==> src/sv/bitmap_write_claim_table_defines.svh <==
// Assertion macros shared by the claim table RTL.
// Included by files that carry concurrent checks; no other dependencies.
`ifndef BITMAP_WRITE_CLAIM_TABLE_DEFINES_SVH
`define BITMAP_WRITE_CLAIM_TABLE_DEFINES_SVH
`ifndef SYNTHESIS
`define BWCT_ASSERT(lbl, clk, rst_n, prop) \
	lbl: assert property (@(posedge clk) disable iff (!rst_n) prop) \
		else $error("%m: assertion failed");
`define BWCT_ASSERT_ALWAYS(lbl, clk, prop) \
	lbl: assert property (@(posedge clk) prop) \
		else $error("%m: assertion failed");
`else
`define BWCT_ASSERT(lbl, clk, rst_n, prop)
`define BWCT_ASSERT_ALWAYS(lbl, clk, prop)
`endif
`endif

==> src/sv/bwct_pkg.sv <==
// Shared types and codes for the bitmap claim table.
// No dependencies; imported by the interfaces and every module.
`default_nettype none
package bwct_pkg;

	localparam int OPC_W    = 3;
	localparam int BUF_W    = 4;
	localparam int WORD_W   = 6;
	localparam int ELEM_W   = 12;
	localparam int DATA_W   = 64;
	localparam int STATUS_W = 3;
	localparam int KIND_W   = 3;

	// Highest counts the field widths can address
	localparam int FIELD_BUF_LIMIT  = 2 ** BUF_W;
	localparam int FIELD_WORD_LIMIT = 2 ** WORD_W;

	// Entries in the queue between front and back
	localparam int QUEUE_DEPTH = 2;

	typedef logic [OPC_W-1:0]    opcode_t;
	typedef logic [STATUS_W-1:0] status_t;
	typedef logic [KIND_W-1:0]   kind_t;

	// Input opcodes
	localparam opcode_t OPC_STAGE_WORD  = 3'd0;
	localparam opcode_t OPC_STAGE_INDEX = 3'd1;
	localparam opcode_t OPC_CLAIM       = 3'd2;
	localparam opcode_t OPC_RELEASE     = 3'd3;
	localparam opcode_t OPC_READ        = 3'd4;

	// Result status codes
	localparam status_t ST_STAGED   = 3'd0;
	localparam status_t ST_FULL     = 3'd1;
	localparam status_t ST_CLAIMED  = 3'd2;
	localparam status_t ST_CONFLICT = 3'd3;
	localparam status_t ST_RELEASED = 3'd4;
	localparam status_t ST_REJECTED = 3'd5;
	localparam status_t ST_READ     = 3'd6;

	// Command kinds after classification
	localparam kind_t KIND_ACK     = 3'd0;
	localparam kind_t KIND_STAGE   = 3'd1;
	localparam kind_t KIND_CLAIM   = 3'd2;
	localparam kind_t KIND_RELEASE = 3'd3;
	localparam kind_t KIND_READ    = 3'd4;

	typedef struct packed {
		kind_t              kind;
		logic [BUF_W-1:0]   buffer_sel;
		logic               buf_ok;
		logic [WORD_W-1:0]  word;
		logic               word_ok;
		logic [DATA_W-1:0]  mask;
	} cmd_t;

	typedef struct packed {
		logic valid;
		cmd_t payload;
	} push_t;

	typedef struct packed {
		logic full;
		logic empty;
	} queue_stat_t;

	typedef struct packed {
		logic clearing;
	} back_stat_t;

	typedef struct packed {
		logic              word_ok;
		logic [WORD_W-1:0] word;
		logic [DATA_W-1:0] mask;
	} stage_entry_t;

endpackage
`default_nettype wire

==> src/sv/bwct_queue.sv <==
// Command queue between front and back end, QUEUE_DEPTH entries.
// Depends on bwct_pkg and the assertion macro header.
`default_nettype none
`include "bitmap_write_claim_table_defines.svh"
module bwct_queue import bwct_pkg::*; (
	input  logic        clk,
	input  logic        arst_n,
	input  push_t       push,
	input  logic        pop,
	output cmd_t        head,
	output queue_stat_t stat
);

	localparam int PW = (QUEUE_DEPTH > 1) ? $clog2(QUEUE_DEPTH) : 1;
	localparam int CW = $clog2(QUEUE_DEPTH + 1);

	cmd_t          slot_q [QUEUE_DEPTH];
	logic [PW-1:0] wr_ptr_q;
	logic [PW-1:0] rd_ptr_q;
	logic [CW-1:0] cnt_q;

	assign head       = slot_q[rd_ptr_q];
	assign stat.full  = (cnt_q == CW'(QUEUE_DEPTH));
	assign stat.empty = (cnt_q == '0);

	// Advance pointers and fill count
	always_ff @(posedge clk or negedge arst_n) begin
		if (!arst_n) begin
			wr_ptr_q <= '0;
			rd_ptr_q <= '0;
			cnt_q    <= '0;
		end else begin
			if (push.valid) begin
				wr_ptr_q <= (32'(wr_ptr_q) == QUEUE_DEPTH - 1) ? '0 : wr_ptr_q + PW'(1);
			end
			if (pop) begin
				rd_ptr_q <= (32'(rd_ptr_q) == QUEUE_DEPTH - 1) ? '0 : rd_ptr_q + PW'(1);
			end
			if (push.valid && !pop) begin
				cnt_q <= cnt_q + CW'(1);
			end else if (!push.valid && pop) begin
				cnt_q <= cnt_q - CW'(1);
			end
		end
	end

	// Store pushed command
	always_ff @(posedge clk) begin
		if (push.valid) begin
			slot_q[wr_ptr_q] <= push.payload;
		end
	end

	`BWCT_ASSERT(a_no_push_full, clk, arst_n, push.valid |-> !stat.full)
	`BWCT_ASSERT(a_no_pop_empty, clk, arst_n, pop |-> !stat.empty)
	`BWCT_ASSERT(a_cnt_step, clk, arst_n, (push.valid && !pop) |=> cnt_q == $past(cnt_q) + CW'(1))
	`BWCT_ASSERT_ALWAYS(a_cnt_bound, clk, cnt_q <= CW'(QUEUE_DEPTH))

endmodule
`default_nettype wire

==> config.mk <==
export PLATFORM = sky130hd
export DESIGN_NAME = bwct_queue
export DESIGN_NICKNAME = d
export VERILOG_FILES = /design/src/sv/bwct_pkg.sv /design/src/sv/bwct_queue.sv
export VERILOG_INCLUDE_DIRS = /design/src /design/src/sv
export SDC_FILE = /design/constraint.sdc
export NUM_CORES = 1
export LEC_CHECK = 0
export ABC_AREA = 1
export ABC_CLOCK_PERIOD_IN_PS = 11600
export BUFFER_PORTS_ARGS = -buffer_cell sky130_fd_sc_hd__buf_2
export CORE_ASPECT_RATIO = 1.2
export CORE_UTILIZATION = 45
export CTS_BUF_LIST = sky130_fd_sc_hd__clkbuf_4 sky130_fd_sc_hd__clkbuf_8
export DETAILED_ROUTE_END_ITERATION = 8
export MAX_ROUTING_LAYER = met4
export PLACE_DENSITY = 0.74
export SYNTH_ARGS = -nofsm -noshare
export SYNTH_HDL_FRONTEND = slang
export SYNTH_SLANG_ARGS = --single-unit
export TNS_END_PERCENT = 100
==> constraint.sdc <==
create_clock -name clk -period 11.6 [get_ports clk]
set_input_delay 0.58 -clock clk [delete_from_list [all_inputs] [get_ports clk]]
set_output_delay 0.58 -clock clk [all_outputs]
set_load 0.05 [all_outputs]
## Yosys cells after proc, flatten, opt, wreduce, memory -nomap -nowiden

Memories as Yosys holds them, arrays and structs flattened.
Cells that the tools add are included.

- $add $sub $neg: 4
- Eq/ne operators: 1
- Mux-type cells: 6
- Reductions and logical operators: 6

Operator list:

| operator | number |
|---|---|
| 1-bit 2-to-1 mux | 4 |
| 2-bit 2-to-1 mux | 2 |
| 1-bit adder, second input constant | 2 |
| 2-bit by 1-bit adder with 2-bit output, second input constant | 1 |
| 2-bit == test, second input constant | 1 |
| 1-bit logical AND | 2 |
| 1-bit zero test | 2 |
| 2-bit zero test | 1 |
| 2-bit nonzero test | 1 |
| 2-bit by 1-bit subtractor with 2-bit output, second input constant | 1 |

- Memories: 1
- Memory bits (writable): 158
- Input bits: 83
- Bits in registers: 4
- Output and inout port bits: 81
- Logic and storage cells: 21

Memories:

| memory | words | bits a word | read ports | clocked after memory_dff | wr ports | RTL line | source |
|---|---|---|---|---|---|---|---|
| slot_q | 2 | 79 | 1 | 0 | 1 | bwct_queue.sv:17 | `cmd_t slot_q [QUEUE_DEPTH];` |

## Depth between registers and ports, before layout

- Depth in word-level cells: 4
- Depth in mapped cells: 7
- Depth with buffers taken out: 7

## Least setup slack after synthesis

OpenSTA, ideal clock, no wires.

- Path kind: input-to-reg
- Start point: input push[79] (netlist bit)
- End point: memory slot_q[0][0] (netlist bit) (enable)
- Arrival time: 3.930 ns
- Stages: 2
- Path slack: 7.151 ns
- Library setup time: 0.519 ns
- Path through: inv_1 -> nor2_1

- Word-level cells in the longest chain between the ends: 2

Ends and longest elaborated chain:

| item | RTL line | source |
|---|---|---|
| start: declaration | bwct_queue.sv:8 | `input push_t push,` |
| 1-bit 2-to-1 mux | bwct_queue.sv:49 | `if (push.valid) begin` |
| 1-bit 2-to-1 mux (implied by the code) | bwct_queue.sv:50 | `slot_q[wr_ptr_q] <= push.payload;` |
| end: declaration | bwct_queue.sv:17 |  |

Every way passes these cells.

==> metrics.txt <==
peak supply drop=0.1784 mV; pwr dens=284.7 nW/um2; worst-margin pin slew=0.9292 ns; endpoints failing setup=0; r2r endpoint=slot_q[0][61]; XOR/XNOR Fraction of Synth Area=less than 1%; CTS sink cnt=between 150 and 200; Initial Util=between 40% and 50%; CTS tree=yes; status=complete, no violations; Max Used Layer=met4; CTS Buf Count=17; CP Max Fanout=between 40 and 50; fin cells=629; DRT met1 WL=4.140 mm; largest family of logic cells by synthesized area=multiplexers; # resized after CTS=0; Fillers=1,114; final hold vios=0; P_leak=0.003102 uW; Setup crit end kind=primary output; critical path required time=about 11 ns; routed wl met2=5.699 mm; GRT Residual Overflow=0; fraction of layout cells with a size suffix above 1=59.83%; final wirelength=about 11 mm; compound-cell area share of the yosys netlist=0%; cell count after synthesis=271; Clk pin slew, worst setup/hold paths=0.09 ns; synth warn=0; worst hold path class=in2reg; end of the critical path=head[3]; post-synthesis cell type count=13; Hold Slack=0.3321 ns; # diodes=0; FF+latch count, synth=162; Die X=110.1 um; most frequent cells in the layout=buf_2, edfxtp_1, mux2_4, clkbuf_8, inv_1; met3 WL post-DR=625 um; crit-path leading delay family=buffers and inverters; syn_area_per_cell=~23 um2; clock skew=0.007129 ns; critical path launch point type=register; Remaining DRCs=0; row count=47; Crit-path slowest cell=dfrtp_4; setup ws final=8.341 ns; Cell Area, Synth=approximately 6300 um2; mux cell area share after synthesis=18.80%; Final TNS setup=0 ns; Largest stage delay, worst path=roughly 0.9 ns; largest net degree at the start of global routing=51; die area=about 14,000 um2; Final Cycle Share=28.10%; cell count along the critical path=3; crit path time final=3.259 ns; CP arrival=2.68 ns; RSZ-0062 raised after global routing=false; routability cong.=slightly below 0.7; Antenna Violating Nets Remaining=0; worst reg2reg setup slack=9.33 ns; clock buffer depth=2; Bufs and invs on worst path=2; initial antenna violation count=0; vias in the first global route=3,289; post-placement setup slack=approximately 8.8 ns; fin. max-slew vios=0; H-Tree Depth=4; Placed Cells=~600; max_cap viols=0; total power=2161 uW; first drt pass iteration count=6; net count after synthesis=355; Port Buf Inserts=163; Skew-Pair Late Insertion Delay=around 0.43 ns; Slew HR=between 30% and 40%; DR WL/cell=roughly 17 um; hold buffer count at cts=1; Vias=3,057; most common cell after layout, fill and taps aside=buf_2; reg-to-reg startpoint=wr_ptr_q; clk root buf=clkbuf_8; synthesized-area fraction occupied by adder cells=0.1983%; Detailed Route Iter0 Violations=about 110; setup bufs post-CTS=0; Fmax achieved=slightly above 0.3 GHz; r2r worst-path depth=2; Seq/Total Area, Yosys=between 70% and 80%; Die H=around 130 um; GRT Util Overall=15.95%; Post-Synth Simple-Gate Area=0.6545%; CORE AREA=13,760 um2; post-DP HPWL=7.082 mm; Nets=532; I/O pin cnt=approximately 160; cells along the critical path=buf_4 -> mux2_4 -> buf_2; crit path kind=reg2out; area growth from synthesis to final layout=20.31%; first-pass GRT wire length=16.22 mm; CP startpoint=rd_ptr_q; vias per std cell=4.860
## power by group
part	leakage, uW	switching [uW]	internal, uW
combinational	0.00139	617	299
clock	0.000186	194	207
sequential	0.00153	65.7	778
total	0.00310	876	1280
## cell families (layout without fill, tap and decap cells)
family | Yosys count | count (layout)
flip-flops | 162 | 162
multiplexers | 79 | 79
buffers and inverters | 16 | 203
AND/OR/NAND/NOR | 10 | 10
XOR/XNOR | 3 | 3
adder cells (fa/ha/maj) | 1 | 1
## cells in the mapped netlist (all sizes together)
| master | n | area (um2) |
|---|---|---|
| edfxtp | 158 | 4745 |
| mux2 | 79 | 1186 |
| buf | 9 | 171.4 |
| inv | 7 | 26.28 |
| nand2 | 5 | 18.77 |
| dfrtp | 4 | 100.1 |
| nor2 | 3 | 11.26 |
| xor2 | 2 | 17.52 |
| ha | 1 | 12.51 |
| nand3 | 1 | 5.000 |
| nand4 | 1 | 6.260 |
| xnor2 | 1 | 8.760 |
## metrics by stage
stage,utilization (%),area (um2)
6_report,55.16,7590
5_1_grt,55.16,7590
4_1_cts,55.16,7590
3_5_place_dp,52.34,7202
2_1_floorplan,-,6309
3_3_place_gp,52.34,7202
## per-layer routing
| layer | track usage [%] | vias up |
|---|---|---|
| li1 | - | 1406 |
| met1 | 17.14 | 1522 |
| met2 | 26.70 | 113 |
| met3 | 4.415 | 16 |
| met4 | 7.630 | 0 |
| met5 | - | - |
## sequential cells by signal (all words and copies together), names as in the netlist
signal,flops
cnt_q,2
wr_ptr_q,1
rd_ptr_q,1
slot_q,158
## layout make-up
cell class	count	area [um2]	share of cell area, %
timing repair buffer	167	848.3	11.18
clock inverter	12	143.9	1.896
tap	171	214.0	2.819
multi-input combinational	93	1274	16.78
clock buffer	17	234.0	3.083
sequential	162	4848	63.88
inverter	7	27.53	0.3627
## worst min-delay path by stage
stage                   from             to  slack [ns]  cells after the start
CTS                 push[57]  slot_q[1][57]        0.30                      1
global route        push[47]  slot_q[1][47]        0.30                      1
global placement      arst_n       cnt_q[1]        0.39                      1
floorplan             arst_n       cnt_q[0]        0.28                      0
finish              push[57]  slot_q[0][57]        0.33                      1
detailed placement    arst_n       cnt_q[0]        0.39                      1
Note: power is estimated with default switching activity, not from simulation.
