### src/sv/bitmap_write_claim_table_defines.svh
// Assertion macros shared by the claim table RTL.
// Included by files that carry concurrent checks; no other dependencies.
`ifndef BITMAP_WRITE_CLAIM_TABLE_DEFINES_SVH
`define BITMAP_WRITE_CLAIM_TABLE_DEFINES_SVH
`ifndef SYNTHESIS
`define BWCT_ASSERT(lbl, clk, rst_n, prop) \
	lbl: assert property (@(posedge clk) disable iff (!rst_n) prop) \
		else $error("%m: assertion failed");
`define BWCT_ASSERT_ALWAYS(lbl, clk, prop) \
	lbl: assert property (@(posedge clk) prop) \
		else $error("%m: assertion failed");
`else
`define BWCT_ASSERT(lbl, clk, rst_n, prop)
`define BWCT_ASSERT_ALWAYS(lbl, clk, prop)
`endif
`endif

### src/sv/bwct_pkg.sv
// Shared types and codes for the bitmap claim table.
// No dependencies; imported by the interfaces and every module.
`default_nettype none
package bwct_pkg;

	localparam int OPC_W    = 3;
	localparam int BUF_W    = 4;
	localparam int WORD_W   = 6;
	localparam int ELEM_W   = 12;
	localparam int DATA_W   = 64;
	localparam int STATUS_W = 3;
	localparam int KIND_W   = 3;

	// Highest counts the field widths can address
	localparam int FIELD_BUF_LIMIT  = 2 ** BUF_W;
	localparam int FIELD_WORD_LIMIT = 2 ** WORD_W;

	// Entries in the queue between front and back
	localparam int QUEUE_DEPTH = 2;

	typedef logic [OPC_W-1:0]    opcode_t;
	typedef logic [STATUS_W-1:0] status_t;
	typedef logic [KIND_W-1:0]   kind_t;

	// Input opcodes
	localparam opcode_t OPC_STAGE_WORD  = 3'd0;
	localparam opcode_t OPC_STAGE_INDEX = 3'd1;
	localparam opcode_t OPC_CLAIM       = 3'd2;
	localparam opcode_t OPC_RELEASE     = 3'd3;
	localparam opcode_t OPC_READ        = 3'd4;

	// Result status codes
	localparam status_t ST_STAGED   = 3'd0;
	localparam status_t ST_FULL     = 3'd1;
	localparam status_t ST_CLAIMED  = 3'd2;
	localparam status_t ST_CONFLICT = 3'd3;
	localparam status_t ST_RELEASED = 3'd4;
	localparam status_t ST_REJECTED = 3'd5;
	localparam status_t ST_READ     = 3'd6;

	// Command kinds after classification
	localparam kind_t KIND_ACK     = 3'd0;
	localparam kind_t KIND_STAGE   = 3'd1;
	localparam kind_t KIND_CLAIM   = 3'd2;
	localparam kind_t KIND_RELEASE = 3'd3;
	localparam kind_t KIND_READ    = 3'd4;

	typedef struct packed {
		kind_t              kind;
		logic [BUF_W-1:0]   buffer_sel;
		logic               buf_ok;
		logic [WORD_W-1:0]  word;
		logic               word_ok;
		logic [DATA_W-1:0]  mask;
	} cmd_t;

	typedef struct packed {
		logic valid;
		cmd_t payload;
	} push_t;

	typedef struct packed {
		logic full;
		logic empty;
	} queue_stat_t;

	typedef struct packed {
		logic clearing;
	} back_stat_t;

	typedef struct packed {
		logic              word_ok;
		logic [WORD_W-1:0] word;
		logic [DATA_W-1:0] mask;
	} stage_entry_t;

endpackage
`default_nettype wire

### src/sv/bwct_ifs.sv
// Channel interfaces: command input and result output, valid/ready handshake.
// Depends on bwct_pkg for field widths.
`default_nettype none
interface bwct_cmd_if import bwct_pkg::*; ();
	logic                valid;
	logic                ready;
	logic [OPC_W-1:0]    opcode;
	logic [BUF_W-1:0]    buffer_sel;
	logic [WORD_W-1:0]   word_index;
	logic [ELEM_W-1:0]   element_index;
	logic [DATA_W-1:0]   bits;

	modport source(output valid, output opcode, output buffer_sel, output word_index,
		output element_index, output bits, input ready);
	modport sink(input valid, input opcode, input buffer_sel, input word_index,
		input element_index, input bits, output ready);
endinterface

`default_nettype wire

### src/sv/bwct_front.sv
// Front end: accepts command transactions, classifies them and pushes the queue.
// Depends on bwct_pkg and bwct_cmd_if.
`default_nettype none
module bwct_front import bwct_pkg::*; #(
	parameter int NUM_BUFFERS      = 16,
	parameter int WORDS_PER_BUFFER = 64
) (
	bwct_cmd_if.sink    cmd,
	input  queue_stat_t qstat,
	input  back_stat_t  bstat,
	output push_t       push
);

	kind_t             kind;
	logic              defined;
	logic [WORD_W-1:0] word_sel;
	logic [DATA_W-1:0] mask_sel;

	// Hold off while the queue is full or the map is being cleared
	assign cmd.ready = !qstat.full && !bstat.clearing;

	// Decode opcode into a command kind, word and bit mask
	always_comb begin
		kind     = KIND_ACK;
		defined  = 1'b1;
		word_sel = cmd.word_index;
		mask_sel = cmd.bits;
		unique case (cmd.opcode)
			OPC_STAGE_WORD: begin
				kind = (cmd.bits == '0) ? KIND_ACK : KIND_STAGE;
			end
			OPC_STAGE_INDEX: begin
				kind     = KIND_STAGE;
				word_sel = cmd.element_index[ELEM_W-1:ELEM_W-WORD_W];
				mask_sel = DATA_W'(1) << cmd.element_index[WORD_W-1:0];
			end
			OPC_CLAIM:   kind = KIND_CLAIM;
			OPC_RELEASE: kind = KIND_RELEASE;
			OPC_READ:    kind = KIND_READ;
			default:     defined = 1'b0;
		endcase
	end

	// Push defined commands; undefined opcodes are taken and dropped
	always_comb begin
		push.valid              = cmd.valid && cmd.ready && defined;
		push.payload.kind       = kind;
		push.payload.buffer_sel = cmd.buffer_sel;
		push.payload.buf_ok     = 32'(cmd.buffer_sel) < 32'(NUM_BUFFERS);
		push.payload.word       = word_sel;
		push.payload.word_ok    = 32'(word_sel) < 32'(WORDS_PER_BUFFER);
		push.payload.mask       = mask_sel;
	end

endmodule
`default_nettype wire

### src/flat_wrapper.sv
// flat-port wrapper written by rule: the top's interface ports become plain ports
module bwct_front_flat import bwct_pkg::*;
#(
	parameter int NUM_BUFFERS      = 16,
	parameter int WORDS_PER_BUFFER = 64
)
  (qstat, bstat, push, cmd_valid, cmd_opcode, cmd_buffer_sel, cmd_word_index, cmd_element_index, cmd_bits, cmd_ready);
  bwct_cmd_if cmd_i ();
  input  queue_stat_t qstat;
  input  back_stat_t bstat;
  output push_t push;
  input wire logic [$bits(cmd_i.valid)-1:0] cmd_valid;
  input wire logic [$bits(cmd_i.opcode)-1:0] cmd_opcode;
  input wire logic [$bits(cmd_i.buffer_sel)-1:0] cmd_buffer_sel;
  input wire logic [$bits(cmd_i.word_index)-1:0] cmd_word_index;
  input wire logic [$bits(cmd_i.element_index)-1:0] cmd_element_index;
  input wire logic [$bits(cmd_i.bits)-1:0] cmd_bits;
  output wire logic [$bits(cmd_i.ready)-1:0] cmd_ready;
  assign cmd_i.valid = cmd_valid;
  assign cmd_i.opcode = cmd_opcode;
  assign cmd_i.buffer_sel = cmd_buffer_sel;
  assign cmd_i.word_index = cmd_word_index;
  assign cmd_i.element_index = cmd_element_index;
  assign cmd_i.bits = cmd_bits;
  assign cmd_ready = cmd_i.ready;
  bwct_front #(.NUM_BUFFERS(NUM_BUFFERS), .WORDS_PER_BUFFER(WORDS_PER_BUFFER)) u_core (.cmd(cmd_i), .qstat(qstat), .bstat(bstat), .push(push));
endmodule
### config.mk
export PLATFORM = sky130hd
export DESIGN_NAME = bwct_front_flat
export DESIGN_NICKNAME = d
export VERILOG_FILES = /design/src/sv/bitmap_write_claim_table_defines.svh /design/src/sv/bwct_pkg.sv /design/src/sv/bwct_ifs.sv /design/src/sv/bwct_front.sv /design/src/flat_wrapper.sv
export SDC_FILE = /design/constraint.sdc
export NUM_CORES = 1
export LEC_CHECK = 0
export BUFFER_PORTS_ARGS = -buffer_cell sky130_fd_sc_hd__buf_2
export CORE_AREA = 3 3 67 69
export DETAILED_ROUTE_END_ITERATION = 8
export DIE_AREA = 0 0 70 72
export PLACE_DENSITY = 0.81
export SYNTH_ARGS = -nofsm -noshare
export SYNTH_HDL_FRONTEND = slang
export SYNTH_SLANG_ARGS = --single-unit
### constraint.sdc
create_clock -name vclk -period 1.6
set_clock_uncertainty 0.1 [all_clocks]
set_input_delay 0 -clock vclk [all_inputs]
set_output_delay 0 -clock vclk [all_outputs]
set_load 0.1 [all_outputs]
# [After elaboration in Yosys (flattened, before gate mapping)]
# Cells that the tools add are included.
[totals] regBits=0 latch_bits=0 ramBits=0 rom_bits=0 inputBits=93 output_inout_bits=81 wordCells=18 n_memories=0
[classes] n_addsub=0 n_mul=0 div=0 order_cmp=0 n_eq_ne=4 n_shift=1 muxes=5 n_bitwise=0 reduce_logical=8
[ops] operator="zero test 64 bit" count=1
[ops] operator="two-way mux 64 bit" count=1
[ops] operator="<< shifter 1 x 6 -> 64 bit, first input constant" count=1
[ops] operator="one-hot mux 3 bit (5 select lines)" count=1
[ops] operator="equality test 3 x 2 -> 1 bit, second input constant" count=2
[ops] operator="two-way mux 6 bit" count=1
[ops] operator="OR reduction 5 bit" count=1
[ops] operator="equality test 3 x 1 -> 1 bit, second input constant" count=1
[ops] operator="equality test 3 bit, second input constant" count=1
[ops] operator="logical AND 1 bit" count=3
[ops] operator="zero test 3 bit" count=1
[ops] operator="zero test 1 bit" count=2
[ops] operator="two-way mux 1 bit" count=2

# [Logic depth before layout (Yosys ltp)]
[logic_depth] word_depth=4 depth_mapped=6 ltp_nobuf=4

# [Worst setup path after synthesis]
# No wires, ideal clock.
[synth_path] path_kind="input to output" startpoint="input port cmd_element_index[0]" endpoint="output port push[4] (netlist name)" t_arrival_ps=2990 required_ps=1500 setup_slack_ps=-1490 stages=6 n_path_buf=2 cell_sequence="clkbuf_1 -> or2_2 -> clkbuf_1 -> nor2_1 -> nand2_1 -> o21ai_0"
[synth_rtl] item="from (decl)" line_no="flat_wrapper.sv:16" rtl="input wire logic [$bits(cmd_i.element_index)-1:0] cmd_element_index;"
[synth_rtl] item="to (decl)" line_no="flat_wrapper.sv:11" rtl="output push_t push;"

==> flow_summary.yaml <==
yosys:
  ys_seq_area_frac: 0
  yosys.area_share.adder: 0
  avgSynthCellArea_sq_um: 5.270
  ys_types: 25
  yosys.area.top_type_share: 0.2363
  synthSimpleGateAreaFrac: 0.5470
  synthXorXnorAreaFrac: 0
  synth_top_family_by_area: "simple AND/OR/NAND/NOR gates"
  synth_area_sq_um: 1144
  synth_warnings: 0
  synth.area.top_cells: "nand2_1 24%, o21ai_0 20%, a22o_1 13%, nor4_1 9.3%, buf_4 3.9%"
  synth_cells: 217
  yosysTopAreaCell: "nand2_1"
  synthMuxAreaShare: 0
  synth_compound_area_frac: 0.3600
grt:
  grt_pass1_wl_mm: 12.76
  antenna_found_initial: 0
  grt-ovfl-total: 0
  grt_max_degree: 71
  grt_util_all_layers: 0.3087
  grt_pass1_vias: 2509
layout:
  regArea_sq_um: 0
  diodes: 0
  stdcell_area_sq_um: 3575
  fillCellCount: 184
  final_util: 0.9001
  syn_to_final_growth_pct: 212.6
  nClkBuffers: 0
  drive_gt1_frac: 0.6468
  final_nets: 480
  multi_input_area_sq_um: 1429
  seq_cells: 0
  mostFrequentLayoutCells: "90 x buf_2, 70 x buf_12, 68 x nand2_1, 21 x buf_4"
  final_common_cell: "buf_2"
timing:
  max_freq_mhz: 631.1
  slew_headroom: 0.3293
  final-hold-violation-count: 0
  setup_violations: 0
  tightest_slew_ns: 1.003
  fin_crit_sh: 0.9904
  rsz0062_at_grt: "yes"
  slew_viol_final: 0
  period_needed_ns: 1.585
worst_setup_path:
  cp.required_ns: 1.50
  worstSetupStartpointType: "primary input"
  cp_max_fo: 2
  worst_setup_path_end_kind: "output pin"
  arrival_ns: 1.48
  criticalPathCategory: "in2out"
power_and_ir_drop:
  total_power_mw: 2.066
  leakage_nw: 1.655
  pwr_density_cell_nw_per_um2: 578.0
  peakVddDrop_mv: 0.3913
routing:
  ant_nets: 0
  first_pass_iters: 4
  via_count: 2456
  drc: 0
  wl_per_cell_um: 19.73
  first_iter_violations: 105
  routed_via_density: 5.646
  totalWireLength_mm: 8.582
placement:
  portBuffers: 163
  place_hpwl_mm: 6.612
  gp_congestion: 0.8558
  place_area_sq_um: 3367
floorplan:
  io_pins: 174
  start_util: 0.2880
  die_height_um: 72
  dieArea_sq_um: 5040
  core_sq_um: 3971
  rows: 23
  die_w_um: 70
run:
  max_cap_viol_count: 0
hold_path:
  hold_class: "in2out"
status:
  outcome: "finished clean"
[layer usage]
metal	share of wire	global-route usage
met5	0	0
met4	0.031	0.07447
met3	0.088	0.05817
met2	0.53	0.6044
met1	0.35	0.3416
[where the power goes]
part / internal [mW] / switching (mW)
combinational: 0.678 / 1.39
clock: 0 / 0
sequential: 0 / 0
[final timing paths]
kind / start / to / slack [ns] / cells after the start
max: cmd_bits[10] / push[76] / 0.02 / 8
min: qstat[1] / cmd_ready / 0.29 / 3
[cells by family after synthesis]
logic type	Yosys count
AO/OA/AOI/OAI	66
other	1
AND/OR/NAND/NOR	129
buffers and inverters	21
[synth_stat cells, drive strengths merged]
cell type / number
or3b: 1
nand2: 72
a22o: 17
nor2: 10
and2: 1
o21ai: 45
clkbuf: 10
nand3: 4
buf: 11
o31ai: 1
nor4: 17
nor3b: 3
a32o: 3
nand3b: 1
or2: 1
nand2b: 4
nor2b: 5
and3: 4
nand4: 6
conb: 1
[final cells by class]
| type | count | area share |
|---|---|---|
| repair buffers | 188 | 0.5828 |
| multi-input cells | 197 | 0.3997 |
| well taps | 50 | 0.01750 |
[critical path: stages]
cell     delay (ns)
buf_2          0.11
nor4_1         0.48
buf_4          0.20
nand4_1        0.08
nor4_2         0.16
buf_4          0.16
o31ai_4        0.05
buf_4          0.24
[timing repair]
item	in CTS	in global routing
gates cloned	0	0
gates resized for setup	12	19
setup endpoints to repair	34	69
setup buffers	2	1
hold endpoints to repair	4	0
hold buffers	4	0
pin swaps	0	4
[stage by stage]
stage	hold WS (ns)	TNS, ns	setup WS, ns	std cells
4_1_cts	0.2911	-0.5050	-0.06387	434
3_5_place_dp	-0.09932	-1.208	-0.1725	428
2_1_floorplan	0.07438	-13.89	-0.6747	218
3_3_place_gp	-0.09932	-0.4250	-0.1460	428
6_report	0.2917	0	0.01539	435
5_1_grt	0.3071	-0.1256	-0.04193	435
Note: power is estimated with default switching activity, not from simulation.
